===== config.mk =====
export PLATFORM = sky130hd
export DESIGN_NAME = ebb_front
export DESIGN_NICKNAME = d
export VERILOG_FILES = /design/src/design/assert_macros.svh /design/src/design/ebb_pkg.sv /design/src/design/ebb_front.sv
export SDC_FILE = /design/constraint.sdc
export NUM_CORES = 1
export LEC_CHECK = 0
export BUFFER_PORTS_ARGS = -buffer_cell sky130_fd_sc_hd__buf_4
export CORE_MARGIN = 4
export CORE_UTILIZATION = 37
export DETAILED_ROUTE_END_ITERATION = 7
export HOLD_SLACK_MARGIN = 0.1
export PLACE_DENSITY_LB_ADDON = 0.1
export SLEW_MARGIN = 20
export SYNTH_ARGS = -nofsm -noshare
export SYNTH_HDL_FRONTEND = slang
export SYNTH_SLANG_ARGS = --single-unit

===== constraint.sdc =====
create_clock -name clk -period 13.9 [get_ports clk]
set_input_delay 2.78 -clock clk [delete_from_list [all_inputs] [get_ports clk]]
set_output_delay 2.78 -clock clk [all_outputs]
set_load 0.02 [all_outputs]

===== src/design/assert_macros.svh =====
// Assertion macros used by the core design file.
`ifndef ASSERT_MACROS_SVH
`define ASSERT_MACROS_SVH

`ifndef ASSERT_OFF

`define ASSERT_CLKD(lbl, clk, rst_n, prop, msg) \
  lbl: assert property (@(posedge clk) disable iff (!rst_n) (prop)) else $error(msg);

`define ASSERT_RAW(lbl, clk, prop, msg) \
  lbl: assert property (@(posedge clk) (prop)) else $error(msg);

`else

`define ASSERT_CLKD(lbl, clk, rst_n, prop, msg)

`define ASSERT_RAW(lbl, clk, prop, msg)

`endif

`endif


===== src/design/ebb_pkg.sv =====
package ebb_pkg;

  localparam int NUM_CONTEXTS = 16;
  localparam int NUM_ACTIONS  = 8;

  localparam int TBL_DEPTH = NUM_CONTEXTS * NUM_ACTIONS;
  localparam int ADDR_W    = (TBL_DEPTH > 1) ? $clog2(TBL_DEPTH) : 1;
  localparam int CTX_IDX_W = (NUM_CONTEXTS > 1) ? $clog2(NUM_CONTEXTS) : 1;
  localparam int ACT_W     = 3;
  localparam int CNT_W     = $clog2(NUM_ACTIONS + 1);
  localparam int VAL_W     = 16;
  localparam int VIS_W     = 32;
  localparam int CFG_IDX_W = 2;
  localparam int CFG_DAT_W = 16;

  localparam logic [7:0] ACT_MASK = 8'((1 << NUM_ACTIONS) - 1);

  localparam logic [CFG_IDX_W-1:0] CFG_EPSILON  = 2'd0;
  localparam logic [CFG_IDX_W-1:0] CFG_ALPHA    = 2'd1;
  localparam logic [CFG_IDX_W-1:0] CFG_FALLBACK = 2'd2;

  localparam logic [0:0] OP_SELECT = 1'b0;
  localparam logic [0:0] OP_UPDATE = 1'b1;

  typedef struct packed {
    logic [0:0]        operation;
    logic [7:0]        context_req;
    logic [7:0]        feasible_mask;
    logic [15:0]       rand_explore;
    logic [15:0]       rand_pick;
    logic [3:0]        taken_action;
    logic signed [15:0] reward;
  } in_item_t;

  typedef struct packed {
    logic [2:0]         chosen_action;
    logic               explored;
    logic signed [15:0] new_value;
    logic [31:0]        visit_total;
    logic               update_ignored;
  } out_item_t;

  typedef struct packed {
    logic [15:0] epsilon;
    logic [15:0] alpha;
    logic [2:0]  fallback_action;
  } cfg_t;

  typedef enum logic [1:0] {
    KIND_DONE   = 2'd0,
    KIND_GREEDY = 2'd1,
    KIND_UPDATE = 2'd2
  } kind_t;

  typedef struct packed {
    kind_t                 kind;
    logic [CTX_IDX_W-1:0]  ctx;
    logic [7:0]            mask;
    logic [ACT_W-1:0]      action;
    logic signed [15:0]    reward;
    out_item_t             res;
  } q_item_t;

  typedef enum logic [6:0] {
    S_CLEAR = 7'b0000001,
    S_IDLE  = 7'b0000010,
    S_SCAN  = 7'b0000100,
    S_URD   = 7'b0001000,
    S_UMUL  = 7'b0010000,
    S_UWR   = 7'b0100000,
    S_PUSH  = 7'b1000000
  } back_state_t;

endpackage


===== src/design/ebb_front.sv =====
module ebb_front (
  input  logic              clk,
  input  logic              rst_n,
  input  ebb_pkg::cfg_t     cfg,
  input  logic              hold,
  input  logic              in_push,
  output logic              in_full,
  input  ebb_pkg::in_item_t in_item,
  output ebb_pkg::q_item_t  q_item,
  output logic              q_empty,
  input  logic              q_pop
);
  import ebb_pkg::*;

  q_item_t              q_mem_r [2];
  logic                 wp_r, wp_nxt;
  logic                 rp_r, rp_nxt;
  logic [1:0]           cnt_r, cnt_nxt;
  logic                 accept;
  logic                 do_pop;

  q_item_t              cls;
  logic [7:0]           mask_f;
  logic [CNT_W-1:0]     n_feas;
  logic [CNT_W-1:0]     seen;
  logic [CNT_W-1:0]     pick_idx;
  logic [16+CNT_W-1:0]  pick_prod;
  logic [ACT_W-1:0]     first_act;
  logic [ACT_W-1:0]     pick_act;
  logic [CTX_IDX_W-1:0] ctx;

  always_comb begin
    mask_f = in_item.feasible_mask & ACT_MASK;
    n_feas = '0;
    first_act = '0;
    for (int a = 0; a < NUM_ACTIONS; a++) begin
      if (mask_f[a]) begin
        if (n_feas == '0) begin
          first_act = ACT_W'(a);
        end
        n_feas = n_feas + 1'b1;
      end
    end
    pick_prod = (16+CNT_W)'(in_item.rand_pick) * (16+CNT_W)'(n_feas);
    pick_idx  = pick_prod[16 +: CNT_W];
    seen = '0;
    pick_act = '0;
    for (int a = 0; a < NUM_ACTIONS; a++) begin
      if (mask_f[a]) begin
        if (seen == pick_idx) begin
          pick_act = ACT_W'(a);
        end
        seen = seen + 1'b1;
      end
    end
    if (32'(in_item.context_req) > 32'(NUM_CONTEXTS - 1)) begin
      ctx = CTX_IDX_W'(NUM_CONTEXTS - 1);
    end else begin
      ctx = in_item.context_req[CTX_IDX_W-1:0];
    end

    cls        = '0;
    cls.ctx    = ctx;
    cls.mask   = mask_f;
    cls.reward = in_item.reward;
    cls.action = in_item.taken_action[ACT_W-1:0];
    cls.kind   = KIND_DONE;
    if (in_item.operation == OP_UPDATE) begin
      if (32'(in_item.taken_action) >= 32'(NUM_ACTIONS)) begin
        cls.res.update_ignored = 1'b1;
      end else begin
        cls.kind = KIND_UPDATE;
      end
    end else if (n_feas == '0) begin
      cls.res.chosen_action = cfg.fallback_action;
    end else if (n_feas == CNT_W'(1)) begin
      cls.res.chosen_action = first_act;
    end else if (in_item.rand_explore < cfg.epsilon) begin
      cls.res.chosen_action = pick_act;
      cls.res.explored      = 1'b1;
    end else begin
      cls.kind = KIND_GREEDY;
    end
  end

  assign in_full = hold || (cnt_r == 2'd2);
  assign q_empty = (cnt_r == 2'd0);
  assign q_item  = q_mem_r[rp_r];
  assign accept  = in_push && !in_full;
  assign do_pop  = q_pop && !q_empty;

  always_comb begin
    wp_nxt  = accept ? ~wp_r : wp_r;
    rp_nxt  = do_pop ? ~rp_r : rp_r;
    cnt_nxt = cnt_r + {1'b0, accept} - {1'b0, do_pop};
  end

  always_ff @(posedge clk) begin
    if (!rst_n) begin
      wp_r  <= 1'b0;
      rp_r  <= 1'b0;
      cnt_r <= 2'd0;
    end else begin
      wp_r  <= wp_nxt;
      rp_r  <= rp_nxt;
      cnt_r <= cnt_nxt;
    end
  end

  always_ff @(posedge clk) begin
    if (accept) begin
      q_mem_r[wp_r] <= cls;
    end
  end

endmodule


After elaboration in Yosys (flattened, before gate mapping):

Memories as Yosys holds them, arrays and structs flattened. A register that Yosys moved wholly into a read port is not among the register bits.
Index checks and enable logic that the tools add are counted.

* magnitude comparators: 3
* reductions and logical operators: 14
* multipliers: 1
* add/sub/neg operators: 9
* multiplexer cells: 54
* bitwise logic cells: 2
* equal/unequal tests: 9

Operators by type and width (number)
* 3-bit 2-to-1 mux: 26
* 4-bit 2-to-1 mux: 10
* 4-bit logical NOT: 8
* 4-bit by 1-bit adder with 4-bit output, second input constant: 7
* 4-bit == test: 7
* 16-bit by 4-bit multiplier with 20-bit output: 1
* 16-bit less-than comparator: 1
* 1-bit 2-to-1 mux: 14
* 8-bit by 4-bit greater-than comparator with 1-bit output, second input constant: 1
* 2-bit 2-to-1 mux: 4
* 4-bit by 1-bit == test with 1-bit output, second input constant: 1
* 4-bit greater-or-equal comparator, second input constant: 1
* 2-bit by 1-bit adder with 2-bit output: 1
* 2-bit == test, second input constant: 1
* 1-bit logical AND: 2
* 1-bit logical NOT: 2
* 2-bit logical NOT: 1
* 1-bit NOT: 2
* 2-bit by 1-bit subtractor with 2-bit output: 1
* 1-bit logical OR: 1

* bits in writable memories: 76
* register bits after elaboration: 4
* memories: 1
* output and inout port bits: 88
* input bits: 109

Memory list
* q_mem_r: words 2, width 38, rd ports 1, clocked after memory_dff 1, write ports 1, RTL line ebb_front.sv:15 `q_item_t q_mem_r [2];`

Depth between registers and ports, before layout:

Gate-level depths: netlist of the first run.

* depth after elaboration: 35
* mapped depth: 38

Worst setup path after synthesis of the first run:

OpenSTA, ideal clock, no wires.

* kind: input -> register
* start point: input port in_item[52] in the netlist's numbering
* end point: memory q_mem_r[0][3] in the netlist's numbering (data pin)
* path slack: 3.230 ns
* path buffers: 2
* arrival time: 10.488 ns
* stages: 38
* path through: inv_1 ha_1 buf_2 xnor2_4 inv_1 ha_1 nand2b_1 o21ai_0 ha_1 nand2_1 o21ai_0 ha_1 nand2b_1 nand2_1 ha_1 nand2_1 o21ai_1 inv_2 (+2 left out) clkbuf_1 and2_1 fa_1 inv_1 fa_1 inv_1 ha_1 nand3_1 nor4_1 nand2_1 o32ai_2 nor2_4 xnor2_4 or3_1 a2111oi_4 a31o_1 a2111oi_2 nor4_2

RTL lines
* start: declaration: RTL line ebb_front.sv:8 `input ebb_pkg::in_item_t in_item,`
* end: declaration: RTL line ebb_front.sv:15

==> flow_metrics.py, run 1 <==
metrics = {
    "outcome": {
        "status": "completed",
    },
    "logic_synthesis": {
        "synth_top_family_by_area": "adder cells",
        "synth.top_cell.area_share_pct": 33.1,
        "synthSimpleGateAreaFrac_pct": 14.2,
        "avgSynthCellArea_um2": 10.5,
        "synth_ff_type": "edfxtp_1",
        "yosysSeqAreaShare_pct": 34.5,
        "synth_edf_count": 76,
        "ys_types": 64,
        "synth_area_um2": 6900,
        "synth_mux_area_share_pct": 7.07,
        "synth_seq_cells": 81,
        "yosysWarnings": 0,
        "netlist_instances": 655,
        "synthTopCellsByArea": "edfxtp_1 (33%), ha_1 (9.4%), fa_1 (7.8%)",
        "yosysTopAreaCell": "edfxtp_1",
        "synthAdderAreaFrac_pct": 17.3,
        "async_reset_ff_share_pct": 0,
        "synth_compound_gate_area_share_pct": 9.03,
        "synth_xor_area_share_pct": 7.04,
    },
    "timing": {
        "finalSetupViolCount": 0,
        "rsz0062_at_grt": "false",
        "hold_violations": 0,
        "maxSlewViolCount": 0,
        "period_minus_slack_ps": 11450,
        "fin_ws_ps": 2450,
        "worst_pin_slew_ps": 962,
        "max_freq_mhz": 87.3,
        "fin_setup_tns_ps": 0,
        "timing.hold.ws_ps": 544,
        "finalCritPeriodShare_pct": 82.4,
        "slew_headroom_pct": 35.9,
        "clock_skew_ps": 5.78,
    },
    "worst_hold_path": {
        "hold_path_class": "reg2reg",
    },
    "routing": {
        "vias": 4814,
        "drtPass1Iterations": 4,
        "post_drt_via_cell_ratio": 4.71,
        "post_drt_wl_per_cell_um": 14.6,
        "drc": 0,
        "postRouteAntennaNets": 0,
        "wl_um": 14900,
        "drt-initial-drc-count": 225,
    },
    "clock_network": {
        "clock_tree.buffer_depth": 2,
        "cts_setup_buffers": 0,
        "clk_latency_ps": 330,
        "post_cts_resize_count": 0,
        "ctsHoldBuffers": 0,
        "htree_levels": 3,
        "numCtsBuffers": 9,
        "clock_sinks": 81,
        "clkTransAtPathRegs_ps": 60,
        "root_buffer": "clkbuf_16",
        "tritoncts": "done",
    },
    "setup_path": {
        "crit_required_ps": 13960,
        "path_common_cell": "ha_1",
        "cp-start-kind": "primary input",
        "cp.arrival_ps": 11510,
        "critPathMaxFanout": 17,
        "worstSetupPathType": "in2reg",
        "crit_path_end_kind": "flip-flop",
        "cpPeakStageDelay_ps": 580,
        "critPathSlowestCell": "nor4_1",
    },
    "grt": {
        "antenna_found_initial": 0,
        "grt_overflow_total": 0,
        "grt_pass1_wl_um": 23900,
        "grt_max_degree": 39,
        "track_usage_pct": 14.3,
        "grt_pass1_vias": 5025,
    },
    "floorplanning": {
        "die_h_um": 145,
        "io_pins": 197,
        "die_area_um2": 20900,
        "rows": 49,
        "core_area_um2": 18100,
        "die_x_um": 145,
        "initial_core_util_pct": 38.0,
    },
    "power": {
        "p_leak_nw": 3.76,
        "p_per_area_nw_per_um2": 188,
        "vdd_drop_max_uv": 83.6,
    },
    "cells_and_area": {
        "fin_area_um2": 8310,
        "antenna_cells": 0,
        "nets": 975,
        "layout-drive-gt1-share_pct": 27.1,
        "areaGrowthSynthToFinish_pct": 20.5,
    },
    "place": {
        "place_area_um2": 8000,
        "place_ws_ps": 1990,
        "dp_hpwl_um": 11800,
        "gp_congestion": 0.776,
        "place.port_buffers": 132,
    },
    "run": {
        "drv_cap": 0,
    },
}
report_power, final:
group / total (mW) / leakage, nW / switching [mW] / internal [mW]
Sequential: 0.312 / 0.727 / 0.0191 / 0.293
Clock: 0.244 / 0.144 / 0.0885 / 0.156
Combinational: 1.00 / 2.89 / 0.562 / 0.442
Total: 1.56 / 3.76 / 0.670 / 0.891
worst paths after layout:
check,from,end,slack [ps],cells after the start
min,rp_r,flip-flop,540,2
max reg2reg,cnt_r[0],q_mem_r[1][30],12050,3
min reg2reg,rp_r,flip-flop,540,2
max,in_item[52],q_mem_r[0][2],2450,38
flip-flops by register name, indices dropped and copies added, names as in the netlist, named ones only:
register  count
cnt_r         2
q_mem_r      76
rp_r          1
wp_r          1
layout make-up:
| class | instances | area [um2] |
|---|---|---|
| Timing Repair Buffer | 136 | 1040 |
| Fill cell | 1744 | 9840 |
| Inverter | 86 | 328 |
| Clock inverter | 6 | 82.6 |
| Multi-Input combinational cell | 473 | 3960 |
| Tap cell | 229 | 287 |
| Sequential cell | 81 | 2380 |
| Clock buffer | 10 | 229 |
critical path: cells and delay by family:
kind,cells,cell delay [ps]
buf+inv,7,760
simple gates,12,2090
fa+ha+maj,8,3110
mux,1,300
compound gates,7,1730
xor+xnor,3,740
metrics by stage:
stage	utilization [%]	instances	total power, mW
after detailed placement	44.1	1005	1.34
after global placement	43.9	1004	1.32
after floorplan	-	702	1.10
after CTS	45.8	1021	1.59
after global routing	45.8	1021	1.72
final	45.8	1021	1.56
layer usage:
metal / global-route usage, % / vias to the layer above / share of wire [%]
met2: 26.4 / 105 / 52
met5: 0 / - / 0
met1: 17.4 / 2302 / 42
met4: 3.58 / 0 / 0.91
met3: 2.05 / 10 / 4.5
li1: - / 2397 / -
cell usage in the layout, fill, tap and decap left out, drive strengths merged, types with 27 or more instances in the layout:
cell type  netlist  layout
edfxtp          76      76
inv             85      85
conb             1      48
nand2           49      49
mux2            38      38
fa              27      27
xnor2           28      28
buf             51     136
and2            48      48
ha              52      52
cell usage after synthesis (3+ instances only):
| cell type | count |
|---|---|
| nor2b_1 | 5 |
| and2_1 | 48 |
| a31oi_1 | 3 |
| edfxtp_1 | 76 |
| xnor2_4 | 5 |
| o21a_1 | 5 |
| buf_4 | 48 |
| and3_1 | 3 |
| nor2_1 | 18 |
| nand3_1 | 16 |
| mux2i_1 | 6 |
| inv_1 | 83 |
| mux2_2 | 38 |
| a211oi_1 | 4 |
| fa_1 | 27 |
| nand2_1 | 48 |
| dfxtp_1 | 5 |
| clkbuf_1 | 11 |
| ha_1 | 52 |
| o21ai_0 | 16 |
| xnor2_1 | 23 |
| nand4_1 | 3 |
| a21o_1 | 10 |
| nor4_1 | 3 |
| a21oi_1 | 21 |
| nor3_1 | 9 |
| xor2_1 | 7 |
| nand2b_1 | 13 |
logic make-up after synthesis:
family,Yosys count
other cells,1
flops,81
xor+xnor,39
simple gates,181
buf+inv,148
compound gates,82
mux,44
fa+ha+maj,79
Note: power is estimated with default switching activity, not from simulation.
==> run 2: changes to the inputs <==
--- a/config.mk
+++ b/config.mk
@@ -5,6 +5,7 @@
 export SDC_FILE = /design/constraint.sdc
 export NUM_CORES = 1
 export LEC_CHECK = 0
+export ABC_AREA = 1
 export BUFFER_PORTS_ARGS = -buffer_cell sky130_fd_sc_hd__buf_4
 export CORE_MARGIN = 4
 export CORE_UTILIZATION = 37
==> constraint.sdc (replaced) <==
create_clock -name clk -period 12 [get_ports clk]
set_input_delay 2.4 -clock clk [delete_from_list [all_inputs] [get_ports clk]]
set_output_delay 2.4 -clock clk [all_outputs]
set_load 0.02 [all_outputs]
==> run 2 against run 1 <==
Against the previous run:
- core utilization shrank 0.28 points
- global-route usage grew 0.37 points
- worst hold slack lost 100 ps
- sequential power grew 17%
- synthesized area shrank 1.0%
- clock skew shrank 1.8 ps
- synthesized cell count grew 16%
- combinational power shrank 23%
- register-to-register slack lost 2000 ps
- clock power grew 9.8%
- sequential share of layout area grew 0.27 points
- critical path type unchanged
- highest routed layer unchanged
==> flow_metrics.py, run 2 <==
metrics = {
    "setup_path": {
        "r2r_start": "cnt_r[0]",
        "worstSetupPathType": "in2reg",
        "crit_path_end_kind": "flip-flop",
        "critPathMaxFanout": 15,
        "critPathSlowestCell": "xnor2_2",
        "path_common_cell": "nand2_1",
        "r2r_end": "q_mem_r[1][23]",
        "r2r_slack_ps": 10050,
        "crit_required_ps": 12060,
        "cpPeakStageDelay_ps": 750,
        "cp.arrival_ps": 10420,
        "r2r_cells": 5,
        "cp-start-kind": "primary input",
    },
    "cells_and_area": {
        "largest_register_ffs": 76,
        "areaGrowthSynthToFinish_pct": 20.5,
        "multi_input_area_um2": 3710,
        "nets": 1082,
        "largest_register": "q_mem_r",
        "top_regs": "q_mem_r (76), cnt_r (2)",
        "final_cell_mix": "inv_1 (138), buf_4 (135), nand2_1 (116)",
        "fillers": 1791,
        "antenna_cells": 0,
        "final_util_pct": 45.5,
        "area.sequential_um2": 2380,
        "layout-drive-gt1-share_pct": 26.5,
        "mostFrequentLayoutCell": "inv_1",
    },
    "clock_network": {
        "clk_latency_ps": 330,
        "cts_setup_buffers": 0,
        "ctsHoldBuffers": 0,
        "post_cts_resize_count": 0,
        "root_buffer": "clkbuf_16",
        "clock_tree.buffer_depth": 2,
        "clkTransAtPathRegs_ps": 60,
        "numCtsBuffers": 9,
        "clock_sinks": 81,
        "htree_levels": 3,
        "tritoncts": "done",
    },
    "logic_synthesis": {
        "avgSynthCellArea_um2": 9.02,
        "synth_seq_cells": 81,
        "synthAdderAreaFrac_pct": 17.4,
        "yosysTopAreaCell": "edfxtp_1",
        "async_reset_ff_share_pct": 0,
        "synth_xor_area_share_pct": 2.58,
        "synth_compound_gate_area_share_pct": 5.29,
        "yosysWarnings": 0,
        "synth_edf_count": 76,
        "yosys-top-cells-count": "inv_1 (138), nand2_1 (116), nor2_1 (77), edfxtp_1 (76), ha_1 (52)",
        "yosysSeqAreaShare_pct": 34.9,
        "synth_top_family_by_area": "simple AND/OR/NAND/NOR gates",
        "synthTopCellsByArea": "edfxtp_1 (33%), ha_1 (9.5%), fa_1 (7.9%)",
        "netlist_instances": 757,
        "synth.top_cell.area_share_pct": 33.4,
        "synth_mux_area_share_pct": 6.26,
        "synthSimpleGateAreaFrac_pct": 19.8,
        "synth_most_common_cell": "inv_1",
        "synth_ff_type": "edfxtp_1",
        "synth_area_um2": 6830,
        "ys_types": 47,
    },
    "timing": {
        "hold_violations": 0,
        "worst_pin_slew_ps": 940,
        "slew_headroom_pct": 37.3,
        "clock_skew_ps": 4.00,
        "max_freq_mhz": 96.6,
        "rsz0062_at_grt": "false",
        "finalSetupViolCount": 0,
        "maxSlewViolCount": 0,
        "timing.hold.ws_ps": 443,
        "period_minus_slack_ps": 10360,
        "finalCritPeriodShare_pct": 86.3,
        "fin_setup_tns_ps": 0,
    },
    "grt": {
        "use_met2_pct": 24.8,
        "grt_use_met3_pct": 2.60,
        "grt_overflow_total": 0,
        "track_usage_pct": 14.6,
        "grt_pass1_wl_um": 24300,
        "use_met1_pct": 19.6,
        "antenna_found_initial": 0,
        "grt_max_degree": 39,
        "top_usage_layer": "met2",
        "grt_pass1_vias": 5054,
    },
    "power": {
        "p_leak_nw": 4.02,
        "p_per_area_nw_per_um2": 170,
        "finalPower_mw": 1.40,
        "vdd_drop_max_uv": 71.1,
    },
    "worst_hold_path": {
        "hold_path_class": "reg2reg",
        "min_path_cells": 1,
        "min_from": "rp_r",
    },
    "floorplanning": {
        "die_area_um2": 20700,
        "io_pins": 197,
        "die_h_um": 144,
        "core_area_um2": 18100,
        "initial_core_util_pct": 37.8,
        "rows": 49,
        "die_x_um": 144,
    },
    "routing": {
        "post_drt_wl_per_cell_um": 13.4,
        "vias": 5166,
        "post_drt_via_cell_ratio": 4.58,
        "drtPass1Iterations": 4,
        "wl_um": 15100,
        "postRouteAntennaNets": 0,
        "drc": 0,
        "drt-initial-drc-count": 195,
    },
    "place": {
        "dp_hpwl_um": 12000,
        "gp_congestion": 0.806,
        "place.port_buffers": 132,
    },
    "outcome": {
        "status": "completed",
    },
    "run": {
        "drv_cap": 0,
    },
}
## run 2: critical path: cells and delay by family
family,cells,cell delay (ps)
AOI/OAI and AO/OA,7,1070
and+or+nand+nor,21,2550
adders and majority gates,8,2710
xor gates and xnor gates,2,980
buffers and inverters,8,680
## run 2: worst max-delay path by stage
stage,start,end,slack (ps),depth (start not counted)
after global placement,in_item[52],q_mem_r[0][2],1220,46
after CTS,in_item[52],q_mem_r[0][2],1590,46
after floorplan,in_item[52],q_mem_r[0][2],2510,46
final,in_item[52],q_mem_r[0][2],1640,46
after detailed placement,in_item[52],q_mem_r[0][2],1270,46
after global routing,in_item[52],q_mem_r[1][4],940,45
## run 2: cells by family after synthesis
family / after synthesis
simple gates: 284
buf+inv: 201
flops: 81
fa+ha+maj: 79
compound gates: 61
mux: 38
xor+xnor: 12
other cells: 1
## run 2: layer usage
| layer | vias up | routed length [um] |
|---|---|---|
| met5 | - | 0 |
| met4 | 0 | 131 |
| met3 | 9 | 872 |
| met2 | 121 | 7190 |
| met1 | 2404 | 6870 |
| li1 | 2632 | - |
## run 2: layout make-up
type / count / share of cell area, %
Multi-Input combinational cell: 522 / 45.0
Timing Repair Buffer: 135 / 12.3
Clock buffer: 11 / 2.95
Tap cell: 229 / 3.48
Clock inverter: 5 / 0.684
Sequential cell: 81 / 29.0
Inverter: 145 / 6.61
## run 2: metrics by stage
step / area, um2 / setup WS (ps) / std cells
global route: 8230 / 940 / 1128
detailed placement: 7930 / 1270 / 1112
floorplan: 7010 / 2510 / 804
CTS: 8230 / 1590 / 1128
global placement: 7930 / 1220 / 1112
finish: 8230 / 1640 / 1128
## run 2: where the power goes
group	internal, mW	leakage, nW	switching [mW]	total, mW
registers	0.341	0.727	0.0242	0.365
clock network	0.166	0.145	0.102	0.268
logic	0.296	3.15	0.470	0.766
